**config.mk**
```make
export PLATFORM = sky130hd
export DESIGN_NAME = dpcs_ctrl
export DESIGN_NICKNAME = d
export VERILOG_FILES = /design/src/rtl/dpcs_pkg.sv /design/src/rtl/dpcs_ctrl.sv
export SDC_FILE = /design/constraint.sdc
export NUM_CORES = 1
export LEC_CHECK = 0
export ABC_AREA = 1
export BUFFER_PORTS_ARGS = -buffer_cell sky130_fd_sc_hd__buf_2
export CAP_MARGIN = 25
export CELL_PAD_IN_SITES_DETAIL_PLACEMENT = 1
export CELL_PAD_IN_SITES_GLOBAL_PLACEMENT = 1
export CORE_UTILIZATION = 37
export CTS_CLUSTER_SIZE = 25
export DETAILED_ROUTE_END_ITERATION = 10
export GPL_TIMING_DRIVEN = 0
export PLACE_DENSITY = 0.83
export SETUP_SLACK_MARGIN = 0.3
export SYNTH_ARGS = -nofsm -noshare
export SYNTH_HDL_FRONTEND = slang
export SYNTH_SLANG_ARGS = --single-unit
```
**constraint.sdc**
```tcl
create_clock -name i_clk -period 1.5 [get_ports i_clk]
set_input_delay 0.3 -clock i_clk [delete_from_list [all_inputs] [get_ports i_clk]]
set_output_delay 0.3 -clock i_clk [all_outputs]
set_load 0.01 [all_outputs]
```
**src/rtl/dpcs_pkg.sv**
```systemverilog
// ----------------------------------------------------------------------------
// dpcs_pkg
// Types, codes and constants of the disk plane crossing stop block.
// ----------------------------------------------------------------------------
package dpcs_pkg;

    typedef enum logic [3:0] {
        S_IDLE,
        S_DECIDE,
        S_ROT_INIT,
        S_ROT_RUN,
        S_ROT_SAVE,
        S_MUL,
        S_MUL_WB,
        S_DIV_INIT,
        S_DIV_RUN,
        S_DIV_SAVE,
        S_VEC_INIT,
        S_VEC_RUN,
        S_CROSS,
        S_PUB
    } t_state;

    typedef enum logic [3:0] {
        OP_NONE,
        OP_LOAD,
        OP_FRESH,
        OP_PLAIN,
        OP_ROT_INIT,
        OP_ROT_STEP,
        OP_ROT_SAVE,
        OP_MUL,
        OP_MUL_WB,
        OP_DIV_INIT,
        OP_DIV_STEP,
        OP_DIV_SAVE,
        OP_VEC_INIT,
        OP_VEC_STEP,
        OP_CROSS,
        OP_PUB
    } t_op;

    typedef struct packed {
        t_op        op;
        logic [1:0] ang_sel;
        logic [3:0] mul_sel;
        logic [4:0] step;
    } t_cmd;

    typedef struct packed {
        logic fresh;
        logic crossing;
    } t_status;

    // angle slots
    localparam logic [1:0] ANG_LAST_POLAR = 2'd0;
    localparam logic [1:0] ANG_LAST_AZ    = 2'd1;
    localparam logic [1:0] ANG_POLAR      = 2'd2;
    localparam logic [1:0] ANG_AZ         = 2'd3;

    // multiply sequence
    localparam logic [3:0] MUL_RS_OLD  = 4'd0;
    localparam logic [3:0] MUL_XO      = 4'd1;
    localparam logic [3:0] MUL_YO      = 4'd2;
    localparam logic [3:0] MUL_ZO      = 4'd3;
    localparam logic [3:0] MUL_RS_NEW  = 4'd4;
    localparam logic [3:0] MUL_XN      = 4'd5;
    localparam logic [3:0] MUL_YN      = 4'd6;
    localparam logic [3:0] MUL_ZN      = 4'd7;
    localparam logic [3:0] MUL_PXN     = 4'd8;
    localparam logic [3:0] MUL_XZ      = 4'd9;
    localparam logic [3:0] MUL_PYN     = 4'd10;
    localparam logic [3:0] MUL_YZ      = 4'd11;
    localparam logic [3:0] MUL_MAG_HI  = 4'd12;
    localparam logic [3:0] MUL_MAG_LO  = 4'd13;

    // register indexes
    localparam logic [1:0] REG_OUTER   = 2'd0;
    localparam logic [1:0] REG_INNER   = 2'd1;
    localparam logic [1:0] REG_HORIZON = 2'd2;

    localparam logic [4:0] CORDIC_LAST = 5'd23;
    localparam logic [4:0] DIV_LAST    = 5'd30;

    localparam logic [34:0]        INV_GAIN    = 35'd652032874;
    localparam logic signed [32:0] Q30_Z       = 33'sd1073741824;
    localparam logic signed [32:0] HALF_Z      = 33'sd2147483648;
    localparam logic signed [53:0] Q30_W       = 54'sd1073741824;
    localparam logic signed [31:0] ONE_Q30     = 32'sd1073741824;
    localparam logic [30:0]        ONE_DZ      = 31'd1073741824;
    localparam logic [31:0]        FREE_LIMIT  = 32'd65536000;
    localparam logic [31:0]        NONE_RADIUS = 32'hFFFF_FFFF;
    localparam logic [31:0]        HALF_TURN   = 32'h8000_0000;

    localparam logic [31:0] OUTER_RESET   = 32'd65536000;
    localparam logic [15:0] INNER_RESET   = 16'd256;
    localparam logic [31:0] HORIZON_RESET = 32'd131072;

    function automatic logic [31:0] atan_entry(input logic [4:0] i);
        logic [31:0] v;
        case (i)
            5'd0:    v = 32'd536870912;
            5'd1:    v = 32'd316933406;
            5'd2:    v = 32'd167458907;
            5'd3:    v = 32'd85004756;
            5'd4:    v = 32'd42667331;
            5'd5:    v = 32'd21354465;
            5'd6:    v = 32'd10679838;
            5'd7:    v = 32'd5340245;
            5'd8:    v = 32'd2670163;
            5'd9:    v = 32'd1335087;
            5'd10:   v = 32'd667544;
            5'd11:   v = 32'd333772;
            5'd12:   v = 32'd166886;
            5'd13:   v = 32'd83443;
            5'd14:   v = 32'd41722;
            5'd15:   v = 32'd20861;
            5'd16:   v = 32'd10430;
            5'd17:   v = 32'd5215;
            5'd18:   v = 32'd2608;
            5'd19:   v = 32'd1304;
            5'd20:   v = 32'd652;
            5'd21:   v = 32'd326;
            5'd22:   v = 32'd163;
            5'd23:   v = 32'd81;
            default: v = 32'd0;
        endcase
        return v;
    endfunction

endpackage

```
**src/rtl/dpcs_ctrl.sv**
```systemverilog
// ----------------------------------------------------------------------------
// dpcs_ctrl
// Sequencer: walks each crossing step word through trig, multiply, divide and
// vectoring passes of the datapath, publishes every word and owns both handshakes.
// ----------------------------------------------------------------------------
module dpcs_ctrl (
    input  logic              i_clk,
    input  logic              i_rst_n,
    input  logic              i_in_valid,
    output logic              o_in_ready,
    output logic              o_out_valid,
    input  logic              i_out_ready,
    input  dpcs_pkg::t_status i_status,
    output dpcs_pkg::t_cmd    o_cmd
);

    dpcs_pkg::t_state r_state, n_state;
    logic [1:0] r_ang, n_ang;
    logic [3:0] r_mul, n_mul;
    logic [4:0] r_step, n_step;
    logic       r_out_valid, n_out_valid;

    always_ff @(posedge i_clk) begin
        if (!i_rst_n) begin
            r_state     <= dpcs_pkg::S_IDLE;
            r_ang       <= '0;
            r_mul       <= '0;
            r_step      <= '0;
            r_out_valid <= 1'b0;
        end else begin
            r_state     <= n_state;
            r_ang       <= n_ang;
            r_mul       <= n_mul;
            r_step      <= n_step;
            r_out_valid <= n_out_valid;
        end
    end

    always_comb begin
        n_state       = r_state;
        n_ang         = r_ang;
        n_mul         = r_mul;
        n_step        = r_step;
        o_in_ready    = 1'b0;
        o_cmd.op      = dpcs_pkg::OP_NONE;
        o_cmd.ang_sel = r_ang;
        o_cmd.mul_sel = r_mul;
        o_cmd.step    = r_step;
        unique case (r_state)
            dpcs_pkg::S_IDLE: begin
                o_in_ready = 1'b1;
                if (i_in_valid) begin
                    o_cmd.op = dpcs_pkg::OP_LOAD;
                    n_state  = dpcs_pkg::S_DECIDE;
                end
            end
            dpcs_pkg::S_DECIDE: begin
                if (i_status.fresh) begin
                    o_cmd.op = dpcs_pkg::OP_FRESH;
                    n_state  = dpcs_pkg::S_PUB;
                end else if (!i_status.crossing) begin
                    o_cmd.op = dpcs_pkg::OP_PLAIN;
                    n_state  = dpcs_pkg::S_PUB;
                end else begin
                    n_ang   = dpcs_pkg::ANG_LAST_POLAR;
                    n_state = dpcs_pkg::S_ROT_INIT;
                end
            end
            dpcs_pkg::S_ROT_INIT: begin
                o_cmd.op = dpcs_pkg::OP_ROT_INIT;
                n_step   = '0;
                n_state  = dpcs_pkg::S_ROT_RUN;
            end
            dpcs_pkg::S_ROT_RUN: begin
                o_cmd.op = dpcs_pkg::OP_ROT_STEP;
                if (r_step == dpcs_pkg::CORDIC_LAST) begin
                    n_state = dpcs_pkg::S_ROT_SAVE;
                end else begin
                    n_step = r_step + 5'd1;
                end
            end
            dpcs_pkg::S_ROT_SAVE: begin
                o_cmd.op = dpcs_pkg::OP_ROT_SAVE;
                n_ang    = r_ang + 2'd1;
                if (r_ang == dpcs_pkg::ANG_AZ) begin
                    n_mul   = dpcs_pkg::MUL_RS_OLD;
                    n_state = dpcs_pkg::S_MUL;
                end else begin
                    n_state = dpcs_pkg::S_ROT_INIT;
                end
            end
            dpcs_pkg::S_MUL: begin
                o_cmd.op = dpcs_pkg::OP_MUL;
                n_state  = dpcs_pkg::S_MUL_WB;
            end
            dpcs_pkg::S_MUL_WB: begin
                o_cmd.op = dpcs_pkg::OP_MUL_WB;
                n_mul    = r_mul + 4'd1;
                if (r_mul == dpcs_pkg::MUL_ZN) begin
                    n_state = dpcs_pkg::S_DIV_INIT;
                end else if (r_mul == dpcs_pkg::MUL_YZ) begin
                    n_state = dpcs_pkg::S_VEC_INIT;
                end else if (r_mul == dpcs_pkg::MUL_MAG_LO) begin
                    n_state = dpcs_pkg::S_CROSS;
                end else begin
                    n_state = dpcs_pkg::S_MUL;
                end
            end
            dpcs_pkg::S_DIV_INIT: begin
                o_cmd.op = dpcs_pkg::OP_DIV_INIT;
                n_step   = '0;
                n_state  = dpcs_pkg::S_DIV_RUN;
            end
            dpcs_pkg::S_DIV_RUN: begin
                o_cmd.op = dpcs_pkg::OP_DIV_STEP;
                if (r_step == dpcs_pkg::DIV_LAST) begin
                    n_state = dpcs_pkg::S_DIV_SAVE;
                end else begin
                    n_step = r_step + 5'd1;
                end
            end
            dpcs_pkg::S_DIV_SAVE: begin
                o_cmd.op = dpcs_pkg::OP_DIV_SAVE;
                n_state  = dpcs_pkg::S_MUL;
            end
            dpcs_pkg::S_VEC_INIT: begin
                o_cmd.op = dpcs_pkg::OP_VEC_INIT;
                n_step   = '0;
                n_state  = dpcs_pkg::S_VEC_RUN;
            end
            dpcs_pkg::S_VEC_RUN: begin
                o_cmd.op = dpcs_pkg::OP_VEC_STEP;
                if (r_step == dpcs_pkg::CORDIC_LAST) begin
                    n_state = dpcs_pkg::S_MUL;
                end else begin
                    n_step = r_step + 5'd1;
                end
            end
            dpcs_pkg::S_CROSS: begin
                o_cmd.op = dpcs_pkg::OP_CROSS;
                n_state  = dpcs_pkg::S_PUB;
            end
            dpcs_pkg::S_PUB: begin
                if (!r_out_valid || i_out_ready) begin
                    o_cmd.op = dpcs_pkg::OP_PUB;
                    n_state  = dpcs_pkg::S_IDLE;
                end
            end
            default: begin
                n_state = dpcs_pkg::S_IDLE;
            end
        endcase
        if (o_cmd.op == dpcs_pkg::OP_PUB) begin
            n_out_valid = 1'b1;
        end else if (i_out_ready) begin
            n_out_valid = 1'b0;
        end else begin
            n_out_valid = r_out_valid;
        end
    end

    assign o_out_valid = r_out_valid;

endmodule

```
# ---- After elaboration in Yosys (flattened, before gate mapping)
# Index checks and enable logic that the tools add are counted.
# W data, S select, Z words.
dict set report op_classes {
  n_lt_le_gt_ge 0
  n_mul 0
  reduce_logical 13
  n_eq_ne 30
  add_sub_neg 3
  n_mux 28
  div_mod_pow 0
  shifts 0
  n_bitwise 0
}
# cell count
set ops {}
lappend ops {{$pmux W4 S14} 2}
lappend ops {{$mux W4} 12}
lappend ops {{$eq A4 B4 Y1 const B} 9}
lappend ops {{$eq A4 B3 Y1 const B} 5}
lappend ops {{$ne A2 B2 Y1 const B} 10}
lappend ops {{$pmux W5 S3} 1}
lappend ops {{$eq A5 B5 Y1 const B} 2}
lappend ops {{$mux W5} 2}
lappend ops {{$eq A4 B2 Y1 const B} 2}
lappend ops {{$mux W2} 4}
lappend ops {{$pmux W4 S2} 1}
lappend ops {{$reduce_and A3 Y1} 2}
lappend ops {{$reduce_bool A2 Y1} 3}
lappend ops {{$add A5 B1 Y5 const B} 1}
lappend ops {{$reduce_and A5 Y1} 1}
lappend ops {{$add A4 B1 Y4 const B} 1}
lappend ops {{$eq A4 B1 Y1 const B} 1}
lappend ops {{$logic_not A4 Y1} 1}
lappend ops {{$mux W1} 4}
lappend ops {{$pmux W2 S2} 1}
lappend ops {{$mux W3} 1}
lappend ops {{$reduce_bool A3 Y1} 1}
lappend ops {{$reduce_or A3 Y1} 1}
lappend ops {{$add A2 B1 Y2 const B} 1}
lappend ops {{other kinds (5)} 5}
dict set report word_totals {
  latchBits 0
  ram_bits 0
  rom_bits 0
  regBits 16
  n_memories 0
}

# ---- Logic depth before layout (Yosys ltp)
dict set report depth {
  depth_word 6
  depth_mapped 10
  depth_no_buf 10
}

# ---- Worst setup path after synthesis
# No wires, ideal clock.
dict set report synth_timing {
  path_type {flip-flop to output port}
  startpoint {register r_state[3]}
  endpoint {output o_cmd[12] (netlist bit)}
  stages_incl_launch_ff 4
  t_required_ps 1200
  arrival_time_ps 1042
  setup_slack_ps 158
  path_cell_list {dfxtp_1 -> buf_4 -> nor2_1 -> o311ai_0}
}
# element line
set synth_rtl {}
lappend synth_rtl {{from (decl)} dpcs_ctrl.sv:17} ;# dpcs_pkg::t_state r_state, n_state;
lappend synth_rtl {{from (signal assigned)} dpcs_ctrl.sv:25} ;# r_state <= dpcs_pkg::S_IDLE;
lappend synth_rtl {{from (signal assigned)} dpcs_ctrl.sv:31} ;# r_state <= n_state;
lappend synth_rtl {{to (decl)} dpcs_ctrl.sv:14} ;# output dpcs_pkg::t_cmd o_cmd

==> results.py <==
metrics = {
    "sta": {
        "rsz0062_at_grt": "true",
        "fin_ws_ns": -0.350,
        "finalCritPeriodShare_pct": 123,
        "setup_viol": 7,
        "fin_tns_setup_ns": -1.31,
        "finalHoldViolCount": 0,
        "relSlewSlack_pct": 75.0,
        "fmax_mhz": 540,
        "final.min_clock_period_ns": 1.85,
        "worst_pin_slew_ns": 0.372,
        "finClkSkew_ns": 0.00680,
        "hold_ws_ns": 0.258,
        "finalMaxSlewViolations": 0,
    },
    "cells_and_area": {
        "fin_nets": 249,
        "area_growth_pct": 65.3,
        "drive_gt1_share_pct": 57.4,
        "fin_util_pct": 66.5,
        "instances_no_fill": 268,
        "num_antenna_cells": 0,
    },
    "clock_network": {
        "ctsRootBufferMaster": "clkbuf_4",
        "clock_sinks": 16,
        "cts.clk_slew.worst_paths_ns": 0.11,
        "cts_buffer_depth": 2,
        "clock_latency_ns": 0.30,
        "htreeDepth": 1,
        "numCtsBuffers": 3,
        "cts_hold_buffers": 0,
        "cts_tree": "yes",
    },
    "worst_hold_path": {
        "hold_depth": 3,
        "hold_end": "r_mul[0]",
        "hold_path_startpoint": "i_rst_n",
        "worstHoldPathType": "input port to flop",
    },
    "logic_synthesis": {
        "synthArstFlopShare_pct": 0,
        "yosys-top-cells-count": "49 x nand2_1, 21 x nor2_1, 20 x inv_1",
        "ys_seq_area_share_pct": 28.1,
        "synth-warning-count": 0,
        "synthFlopType": "dfxtp_1",
        "synth.distinct_cells": 25,
        "syn_nets": 194,
        "yosysTopAreaCell": "dfxtp_1",
        "synth-seq-cells": 16,
        "synthTopCellsByArea": "dfxtp_1 28%, nand2_1 16%, nand3_1 7.5%",
        "syn_area_sq_mm": 0.00114,
        "synthMostInstantiatedCell": "nand2_1",
        "synth_top_area_share_pct": 28.1,
        "synth.avg_cell_area_sq_um": 6.22,
        "syn_inst": 183,
        "synth_edf_count": 0,
    },
    "run": {
        "cap_violations": 0,
    },
    "setup_path": {
        "path_class": "flop to output port",
        "slowest_delay_ns": 0.40,
        "cp_max_fo": 6,
        "path_buf_inv": 3,
        "ff2ff_path_depth": 9,
        "critical_path_required_ns": 1.20,
        "start_kind": "flop",
        "critPathCaptureType": "output port",
        "crit_family": "buffers and inverters",
        "path_cells": "inv_4, nor2_4, buf_4, a21oi_1, nand2_1, buf_2",
        "crit_arrival_ns": 1.55,
        "r2r-end": "r_state[0]",
        "ff2ff_setup_slack_ns": -0.11,
        "crit_slowest_cell": "dfxtp_4",
        "rr_startpoint": "r_state[1]",
    },
    "die": {
        "placementRows": 19,
        "die_x_um": 57.5,
        "initial_utilization_pct": 40.2,
        "fp.dieH_um": 57.5,
        "core_sq_mm": 0.00283,
        "ios": 23,
        "die-area_sq_mm": 0.00330,
    },
    "placement": {
        "io_buffers": 22,
        "placedCellCount": 236,
        "hpwlAfterDp_um": 2650,
        "gp_congestion": 0.863,
    },
    "pwr": {
        "power_leakage_nw": 0.903,
        "power_density_mw_per_mm2": 1970,
        "seqPwrFrac_pct": 19.3,
        "p_comb_share_pct": 72.4,
        "switching_share_pct": 52.3,
        "intPower_mw": 1.77,
        "p_sw_mw": 1.93,
        "pwr-share-clk_pct": 8.4,
        "ir_drop_v": 0.000998,
    },
    "status": {
        "violations": "design-rule violations, negative setup slack",
        "run_status": "finished with violations",
    },
    "routing": {
        "vias": 1596,
        "drt-pass1-iter-count": 7,
        "drtIter0Drc": 69,
        "ant_nets": 0,
        "vias_per_cell": 5.96,
        "route.detailed.drc": 1,
        "post_drt_wl_per_cell_um": 22.2,
        "drt_wl_total_um": 5950,
    },
    "grt": {
        "track_usage_pct": 28.8,
        "grt_remaining_overflow": 0,
        "grt_pass1_wl_um": 7170,
        "grt_max_degree": 11,
        "grt_pass1_vias": 1515,
        "antenna_found_initial": 0,
    },
}
per-stage QoR:
step           cell area (sq um)  worst slack, ns  power, mW
6_report                    1880           -0.350       3.70
5_1_grt                     1880           -0.360       3.84
4_1_cts                     1630           -0.188       2.85
3_5_place_dp                1320          0.00688       2.09
3_3_place_gp                1320           0.0632       2.02
2_1_floorplan               1170            0.287       1.67
how the worst max path moves through the flow:
stage,from,cells past startpoint,to,slack [ns]
after floorplan,r_step[1],7,r_state[2],0.29
after global placement,r_state[3],7,o_cmd[12],0.06
after detailed placement,r_state[3],7,o_cmd[12],0.007
after CTS,r_state[0],7,o_cmd[14],-0.19
after global routing,r_state[2],6,o_cmd[13],-0.36
final,r_state[2],6,o_cmd[13],-0.35
cell families (layout without fill, tap and decap cells):
kind of cell | count (synthesis) | in the layout | share of synthesized area, %
buffers and inverters | 27 | 81 | 9.23
flip-flops | 16 | 16 | 28.1
AND/OR/NAND/NOR | 104 | 104 | 40.7
adder cells (fa/ha/maj) | 5 | 5 | 5.49
AO/OA/AOI/OAI | 27 | 27 | 13.4
XOR/XNOR | 4 | 4 | 3.08
cell type report:
type | count | area [sq um]
Multi-Input combinational cell | 140 | 981
Buffer | 1 | 11.3
Sequential cell | 16 | 358
Fill cell | 346 | 947
Clock buffer | 4 | 36.3
Tap cell | 31 | 38.8
Inverter | 26 | 118
Timing Repair Buffer | 50 | 339
worst register-to-register path, cell delays in order, from the launching register on:
cell and delay (ns):
dfxtp_4 0.41, buf_4 0.16, nor2_4 0.13, buf_4 0.16, nand3_2 0.15, nand2_1 0.14, nor2_1 0.05, nand2_1 0.10
nand2_1 0.07, a21oi_1 0.14
metal layers:
layer  GRT usage, %  vias up  wire (um)
met4           12.2        0        439
met1           32.5      752       2160
met2           53.7       95       3000
met5              0        -          0
li1               -      706          -
met3           3.63       43        348
registers in the layout, indices dropped and copies added, names as in the netlist:
signal       count
r_step           5
r_mul            4
r_state          4
r_ang            2
o_out_valid      1
cells in the final DEF (no fill, tap or decap), types with 2 or more instances in the layout:
master     n
a21oi_1    9
a21oi_2    5
buf_2     22
buf_4     23
buf_6      6
clkbuf_4   3
dfxtp_1    2
dfxtp_2    6
dfxtp_4    8
ha_1       2
ha_4       2
inv_1     13
inv_2      6
inv_4      4
inv_6      2
nand2_1   28
nand2_2   16
nand2_4    8
nand3_1   12
nand3_2    3
nand3_4    2
nand4_1    7
nor2_1    13
nor2_2     3
nor2_4     9
o21ai_0    3
o21ai_1    2
o21ai_2    3
xor2_1     3
repair_timing:
item	in CTS	in global routing
buffers inserted	13	14
gates cloned	0	1
endpoints found under the setup margin	22	24
gates resized for setup	55	45
pin swaps	19	20
power by group through the flow:
stage | clock [mW] | combinational [mW] | sequential, mW
2_1_floorplan | 0 | 1.04 | 0.633
3_3_place_gp | 0 | 1.38 | 0.638
3_5_place_dp | 0 | 1.44 | 0.646
4_1_cts | 0.302 | 1.87 | 0.678
5_1_grt | 0.324 | 2.80 | 0.721
6_report | 0.309 | 2.68 | 0.713
No activity file was read; power rests on OpenSTA's default activity.
